--- src/sv/mtg_pkg.sv ---
package mtg_pkg;

    // State array geometry
    localparam int STATE_WORDS = 624;
    localparam int IDX_W       = 10;

    typedef logic [IDX_W-1:0] t_idx;
    typedef logic [31:0]      t_word;

    localparam t_idx LAST_IDX     = t_idx'(STATE_WORDS - 1);
    localparam t_idx TWIST_OFFSET = 10'd397;
    localparam t_idx TWIST_WRAP   = t_idx'(STATE_WORDS - 397);

    // Twist, tempering and seeding constants
    localparam t_word MATRIX_A   = 32'h9908_B0DF;
    localparam t_word UPPER_BIT  = 32'h8000_0000;
    localparam t_word LOWER_BITS = 32'h7FFF_FFFF;
    localparam t_word TEMPER_B   = 32'h9D2C_5680;
    localparam t_word TEMPER_C   = 32'hEFC6_0000;
    localparam t_word SEED_MULT  = 32'd69069;
    localparam t_word SEED_RESET = 32'd5489;

    // Queue status seen by the neighbor of a queue
    typedef struct packed {
        logic full;
        logic empty;
    } t_q_status;

    typedef enum logic [3:0] {
        S_IDLE  = 4'b0001,
        S_SEED  = 4'b0010,
        S_READ  = 4'b0100,
        S_TWIST = 4'b1000
    } t_eng_state;

endpackage

--- src/sv/mtg_fifo.sv ---
module mtg_fifo #(
    parameter int WIDTH = 1,
    parameter int DEPTH = 2
) (
    input  logic                 i_clk,
    input  logic                 i_rst_n,
    input  logic                 i_wr,
    input  logic [WIDTH-1:0]     i_wr_data,
    input  logic                 i_rd,
    output logic [WIDTH-1:0]     o_rd_data,
    output mtg_pkg::t_q_status   o_status
);

    localparam int PW = (DEPTH > 1) ? $clog2(DEPTH) : 1;
    localparam int CW = $clog2(DEPTH + 1);

    logic [WIDTH-1:0] r_slots [DEPTH];
    logic [PW-1:0]    r_wr_ptr, n_wr_ptr;
    logic [PW-1:0]    r_rd_ptr, n_rd_ptr;
    logic [CW-1:0]    r_count,  n_count;
    logic             wr_ok, rd_ok;

    assign o_status.full  = (r_count == CW'(DEPTH));
    assign o_status.empty = (r_count == '0);
    assign wr_ok          = i_wr && !o_status.full;
    assign rd_ok          = i_rd && !o_status.empty;
    assign o_rd_data      = r_slots[r_rd_ptr];

    always_comb begin
        n_wr_ptr = r_wr_ptr;
        n_rd_ptr = r_rd_ptr;
        n_count  = r_count;
        if (wr_ok) begin
            n_wr_ptr = (r_wr_ptr == PW'(DEPTH - 1)) ? '0 : r_wr_ptr + 1'b1;
        end
        if (rd_ok) begin
            n_rd_ptr = (r_rd_ptr == PW'(DEPTH - 1)) ? '0 : r_rd_ptr + 1'b1;
        end
        if (wr_ok && !rd_ok) begin
            n_count = r_count + 1'b1;
        end else if (rd_ok && !wr_ok) begin
            n_count = r_count - 1'b1;
        end
    end

    always_ff @(posedge i_clk) begin
        if (!i_rst_n) begin
            r_wr_ptr <= '0;
            r_rd_ptr <= '0;
            r_count  <= '0;
        end else begin
            r_wr_ptr <= n_wr_ptr;
            r_rd_ptr <= n_rd_ptr;
            r_count  <= n_count;
        end
    end

    always_ff @(posedge i_clk) begin
        if (wr_ok) begin
            r_slots[r_wr_ptr] <= i_wr_data;
        end
    end

endmodule

--- config.mk ---
export PLATFORM = sky130hd
export DESIGN_NAME = mtg_fifo
export DESIGN_NICKNAME = d
export VERILOG_FILES = /design/src/sv/mtg_pkg.sv /design/src/sv/mtg_fifo.sv
export SDC_FILE = /design/constraint.sdc
export NUM_CORES = 1
export LEC_CHECK = 0
export ABC_AREA = 1
export BUFFER_PORTS_ARGS = -buffer_cell sky130_fd_sc_hd__buf_2
export CAP_MARGIN = 20
export CORE_AREA = 8 8 45 47
export DETAILED_ROUTE_END_ITERATION = 10
export DIE_AREA = 0 0 53 55
export GPL_TIMING_DRIVEN = 0
export PLACE_DENSITY = 0.45
export SYNTH_ARGS = -nofsm -noshare
export SYNTH_HDL_FRONTEND = slang
export SYNTH_SLANG_ARGS = --single-unit
--- constraint.sdc ---
create_clock -name i_clk -period 3.6 [get_ports i_clk]
set_input_delay 0.54 -clock i_clk [delete_from_list [all_inputs] [get_ports i_clk]]
set_output_delay 0.54 -clock i_clk [all_outputs]
set_load 0.1 [all_outputs]
Word-level counts from Yosys, hierarchy flattened
Memories as Yosys holds them, arrays and structs flattened. A register that Yosys moved wholly into a read port is not among the register bits.
Cells that the tools add are included.
{"block": "word_totals", "ff_bits": 4, "ram_bits": 2, "in_bits": 5, "out_inout_bits": 3, "word_cells": 27, "mem_count": 1}
{"block": "op_classes", "n_addsub": 4, "eq_ne": 1, "muxes": 8, "n_reduce_logical": 10}
{"memory": "r_slots", "words": 2, "width": 1, "rd": 1, "rd_clocked_by_memory_dff": 1, "write_ports": 1, "line": "mtg_fifo.sv:17", "text": "logic [WIDTH-1:0] r_slots [DEPTH];"}
{"operator": "two-way mux 1 bit", "count": 6}
{"operator": "logical AND 1 bit", "count": 4}
{"operator": "zero test 1 bit", "count": 4}
{"operator": "two-way mux 2 bit", "count": 2}
{"operator": "adder 1 bit, second input constant", "count": 2}
{"operator": "adder 2 x 1 -> 2 bit, second input constant", "count": 1}
{"operator": "== test 2 bit, second input constant", "count": 1}
{"operator": "zero test 2 bit", "count": 1}
{"operator": "nonzero test 2 bit", "count": 1}
{"operator": "subtractor 2 x 1 -> 2 bit, second input constant", "count": 1}

Depth between registers and ports, before layout
Gate-level depths: netlist of run 1.
{"block": "logic_depth", "ltp_word": 7, "depth_mapped": 10, "ltp_nobuf": 10}

Worst setup path after synthesis of run 1
OpenSTA, ideal clock, no wires.
{"block": "synth_path", "path_kind": "reg-to-reg", "start": "register r_count[0]", "end": "register r_count[1]", "setup_ps": 64, "t_arrival_ps": 2353, "required_time_ps": 3536, "path_slack_ps": 1183, "stages_incl_launch_ff": 10, "n_path_buf": 0, "period_less_slack_ps": 2417, "path_cell_list": "dfxtp_1 > nor2_1 > nor2_2 > inv_1 > ha_1 > inv_1 > nand3_1 > nand2_1 > inv_1 > nor2_1"}
{"element": "start: declaration", "line": "mtg_fifo.sv:20", "text": "logic [CW-1:0] r_count, n_count;"}
{"element": "start signal: assignment", "line": "mtg_fifo.sv:54", "text": "r_count <= n_count;"}

==> reports/summary.txt, run 1 <==
# fillers: 154
CTS max path bufs: 2
Post-Syn Instances: 41
CP arrival: 1240 ps
Layout area overhead: 25.5%
setup TNS: 0 ps
Max Freq: 561 MHz
maxcap violations: 0
Die H: 55 um
worst r2r src: r_count[0]
die width: 53 um
largest net degree at the start of global routing: 6
Final Critical Period: 1780 ps
top post-synthesis cells by area: dfxtp_1 31%, edfxtp_1 19%, nor2_1 12%, inv_1 9.4%, nand2_1 7.1%
total CTS buffers: 3
worst clock skew: 0.336 ps
share of the yosys chip area belonging to registers: 50.2%
n_diodes: 0
worst hold path startpoint: i_wr_data
Synth Register Bits: 7
synthesized cell area: 319 um2
launch point of the worst path: r_count[0]
Synth area leader: dfxtp_1
total gr overflow: 0
Detailed Place HPWL: 459 um
RSZ-0062 raised after global routing: no
crit path kind: flip-flop to output pin
commonest non-fill, non-tap cell in the layout: nor2_1
Unique masters post-synth: 14
core area: 0.00138 mm2
input/output buffers: 7
overall routing resource usage: 4.87%
DR vias: 272
# rows: 14
status: finished clean
startpoint types: flip-flop
Die Footprint: 0.00292 mm2
CTS resizes: 0
endpoints failing hold: 0
initial antenna violation count: 0
RePlAce Congestion: 0.702
worst skew pair latency: 250 ps
DRT iter0 DRCs: 5
Slew Limit Headroom: 67.8%
H-tree Lvls: 1
Final Setup Violations: 0
vias per std cell: 4.00
first-pass GRT wire length: 959 um
fin crit share: 49.5%
Initial DRT Pass Iterations: 2
vias in the first global route: 247
CP required: 3060 ps
share of cells above drive strength 1: 26.9%
clock root cell: clkbuf_4
most frequent cells in the layout: 10 x nor2_1, 8 x inv_1, 7 x buf_2, 6 x nand2_1, 5 x dfxtp_1
Mapped Nets: 47
Avg Cell Area, Syn: 7.78 um2
layout net count: 59
Hold WC Path Type: input port to flip-flop
CTS sink cnt: 7
clock-pin slew on the worst setup and hold paths: 50 ps
DRC Markers: 0
Synth top area share: 31.4%
Post-CTS Setup Bufs: 0
Hold Buf Count CTS: 0
CTS tree: yes
Initial Util: 23.1%
Final ANT Viol Nets: 0
WL/cell: 8.54 um
Worst Max-Slew Pin Slew: 486 ps
WL final: 581 um
Crit Path Max Fanout: 5
Worst setup EP type: output pin
IO Pins: 8
final slew viol count: 0
Yosys warnings: 0
worst max-delay path, cell delays in order (launching register included):
cell	delay, ps
dfxtp_1	360
nor2_1	170
buf_2	460
metrics by stage:
stage | cells | hold slack (ps) | area [um2] | util [%] | setup WS [ps]
5_1_grt | 68 | 468 | 400 | 28.9 | 1770
3_5_place_dp | 64 | 485 | 374 | 27.0 | 2040
6_report | 68 | 478 | 400 | 28.9 | 1820
4_1_cts | 68 | 470 | 400 | 28.9 | 1810
3_3_place_gp | 64 | 483 | 374 | 27.0 | 2050
2_1_floorplan | 41 | 467 | 319 | - | 1180
area by class of cell:
cell class	count	area [um2]	area share [%]
multi-input cells	25	125	31.3
repair buffers	7	35.0	8.75
clock buffers	4	26.3	6.56
inverters	9	33.8	8.44
flip-flops and latches	7	160	40.0
well taps	16	20.0	5.00
metal layers:
| layer | GRT usage, % | vias to the layer above | part of all wire, % |
|---|---|---|---|
| met5 | 0 | - | 0 |
| met4 | 5.17 | 0 | 3.3 |
| met3 | 3.21 | 2 | 6.2 |
| met2 | 6.64 | 6 | 48 |
| met1 | 4.74 | 118 | 43 |
| li1 | - | 146 | - |
Yosys cell counts:
cell type	n
nand4_1	1
nand2_1	6
edfxtp_1	2
inv_1	8
ha_1	1
nand3_1	1
o21ai_0	2
nor2_1	10
nor2_2	1
a21oi_1	1
mux2_2	1
inv_2	1
dfxtp_1	5
o21ai_2	1
final timing paths:
check	endpoint	slack [ps]	cells past startpoint
max	o_status[0]	1820	2
max reg2reg	r_count[1]	2180	9
min	r_slots[0]	480	1
min reg2reg	r_wr_ptr	500	2
cell families (layout without fill, tap and decap cells):
family	count (synthesis)	count (layout)	synth area share (%)
AND/OR/NAND/NOR	19	19	24.3
buffers and inverters	9	20	10.6
flip-flops	7	7	50.2
AO/OA/AOI/OAI	4	4	7.45
adder cells (fa/ha/maj)	1	1	3.92
multiplexers	1	1	3.53
Power of run 1 is not shown: default switching activity piles up to over one toggle a cycle in this logic, so the estimate is an artifact.
==> inputs of run 2 (changes only) <==
- PLACE_DENSITY: 0.45 -> 0.47
- clock period: 3.6 -> 1.6 ns (I/O delays scaled with it)
==> run 2 against run 1 <==
Global-route usage rose by 0.54 points. Hold slack worse by 290 ps. Register-to-register slack worse by 2000 ps. Die area did not move. Worst setup slack got worse by 1700 ps. Sequential share of layout area down 1.3 points. First-iteration DRC count is 40% lower.
==> reports/summary.txt, run 2 (synthesis results as in run 1) <==
DRC Markers: 0 (unchanged)
CP arrival: 1210 ps (-30 ps)
total gr overflow: 0 (unchanged)
WL final: 605 um (+4.1%)
share of cells above drive strength 1: 34.6% (+7.7 points)
startpoint types: flip-flop
input/output buffers: 7 (unchanged)
CP required: 1360 ps (-1700 ps)
Initial Util: 23.1% (unchanged)
Detailed Place HPWL: 496 um (+8.0%)
Post-Place Cell Area: 384 um2 (+2.7%)
endpoints failing hold: 0 (unchanged)
total CTS buffers: 3 (unchanged)
# fillers: 168 (+9.1%)
post-layout util: 30.4% (+1.4 points)
RSZ-0062 raised after global routing: no
layout net count: 59 (unchanged)
Layout area overhead: 31.8%
clock-pin slew on the worst setup and hold paths: 50 ps (about the same)
vias per std cell: 4.15 (+3.7%)
Die Footprint: 0.00292 mm2 (unchanged)
Hold WC Path Type: input port to flip-flop
maxcap violations: 0 (unchanged)
Final Cell Area: 420 um2 (+5.0%)
overall routing resource usage: 5.42% (+0.54 points)
fin crit share: 90.4%
# rows: 14 (unchanged)
initial antenna violation count: 0 (unchanged)
largest net degree at the start of global routing: 6 (unchanged)
Die H: 55 um (unchanged)
H-tree Lvls: 1 (unchanged)
CTS tree: yes
DR vias: 282 (+3.7%)
Max Freq: 691 MHz
register area: 163 um2 (+1.6%)
DRT iter0 DRCs: 3 (-2)
Slew Limit Headroom: 67.8% (-0.071 points)
core area: 0.00138 mm2 (unchanged)
WL/cell: 8.90 um (+4.1%)
Final ANT Viol Nets: 0 (unchanged)
n_diodes: 0 (unchanged)
die width: 53 um (unchanged)
Post-CTS Setup Bufs: 0 (unchanged)
RePlAce Congestion: 0.706 (+0.60%)
worst skew pair latency: 240 ps (about the same)
Final Setup Violations: 0 (unchanged)
vias in the first global route: 283 (+15%)
clock root cell: clkbuf_4
CTS sink cnt: 7 (unchanged)
Worst setup EP type: output pin
Worst Max-Slew Pin Slew: 487 ps (+1.07 ps)
first-pass GRT wire length: 1080 um (+12%)
crit path kind: flip-flop to output pin
final slew viol count: 0 (unchanged)
area of the multi-input gates: 143 um2 (+14%)
most frequent cells in the layout: 8 x inv_1, 8 x nor2_1, 7 x buf_2, 6 x nand2_1
CTS max path bufs: 2 (unchanged)
WHS: 187 ps (-291 ps)
Initial DRT Pass Iterations: 3 (+1)
status: finished clean
setup TNS: 0 ps (unchanged)
Crit Path Max Fanout: 3 (-2)
IO Pins: 8 (unchanged)
worst clock skew: 1.97 ps (+1.64 ps)
Final Critical Period: 1450 ps
-- run 2: cell counts in the layout (fill, tap and decap cells not counted) --
No cell type changed its count.
-- run 2: critical path, stage by stage (launching register included) --
cell	delay, ps
dfxtp_2	360
inv_1	100
nor2_2	80
buf_2	420
-- run 2: repair_timing --
item | CTS | global route
hold buffers | 0 | 0
endpoints found under the setup margin | 0 | 1
resized for setup | 0 | 3
-- run 2: cell type report --
| type | instances | share of cell area [%] |
|---|---|---|
| tap | 16 | 4.76 |
| sequential | 7 | 38.7 |
| clock buffer | 4 | 6.25 |
| inverter | 9 | 8.04 |
| timing repair buffer | 7 | 8.33 |
| multi-input combinational | 25 | 33.9 |
-- run 2: per-layer routing --
| metal | part of all wire (%) | vias to the layer above | global-route usage [%] | wire length, um |
|---|---|---|---|---|
| met5 | 0 | - | 0 | 0 |
| li1 | - | 150 | - | - |
| met4 | 1.7 | 0 | 6.47 | 10 |
| met3 | 6.1 | 2 | 2.67 | 37 |
| met2 | 55 | 4 | 8.59 | 335 |
| met1 | 37 | 126 | 4.58 | 221 |
-- run 2: per-stage QoR --
stage	std cells	setup WS [ps]
after global routing	68	21.8
after floorplan	41	-21.0
after CTS	68	87.6
after global placement	64	149
after detailed placement	64	135
final	68	154
-- run 2: worst paths after layout --
check	slack (ps)	start	endpoint	cells past startpoint
max	150	r_count[1]	o_status[1]	3
min reg2reg	510	r_rd_ptr	flip-flop	2
min	190	i_wr_data	r_slots[0]	1
max reg2reg	200	r_count[1]	r_count[1]	9
Power of run 2 is left out for the same reason.
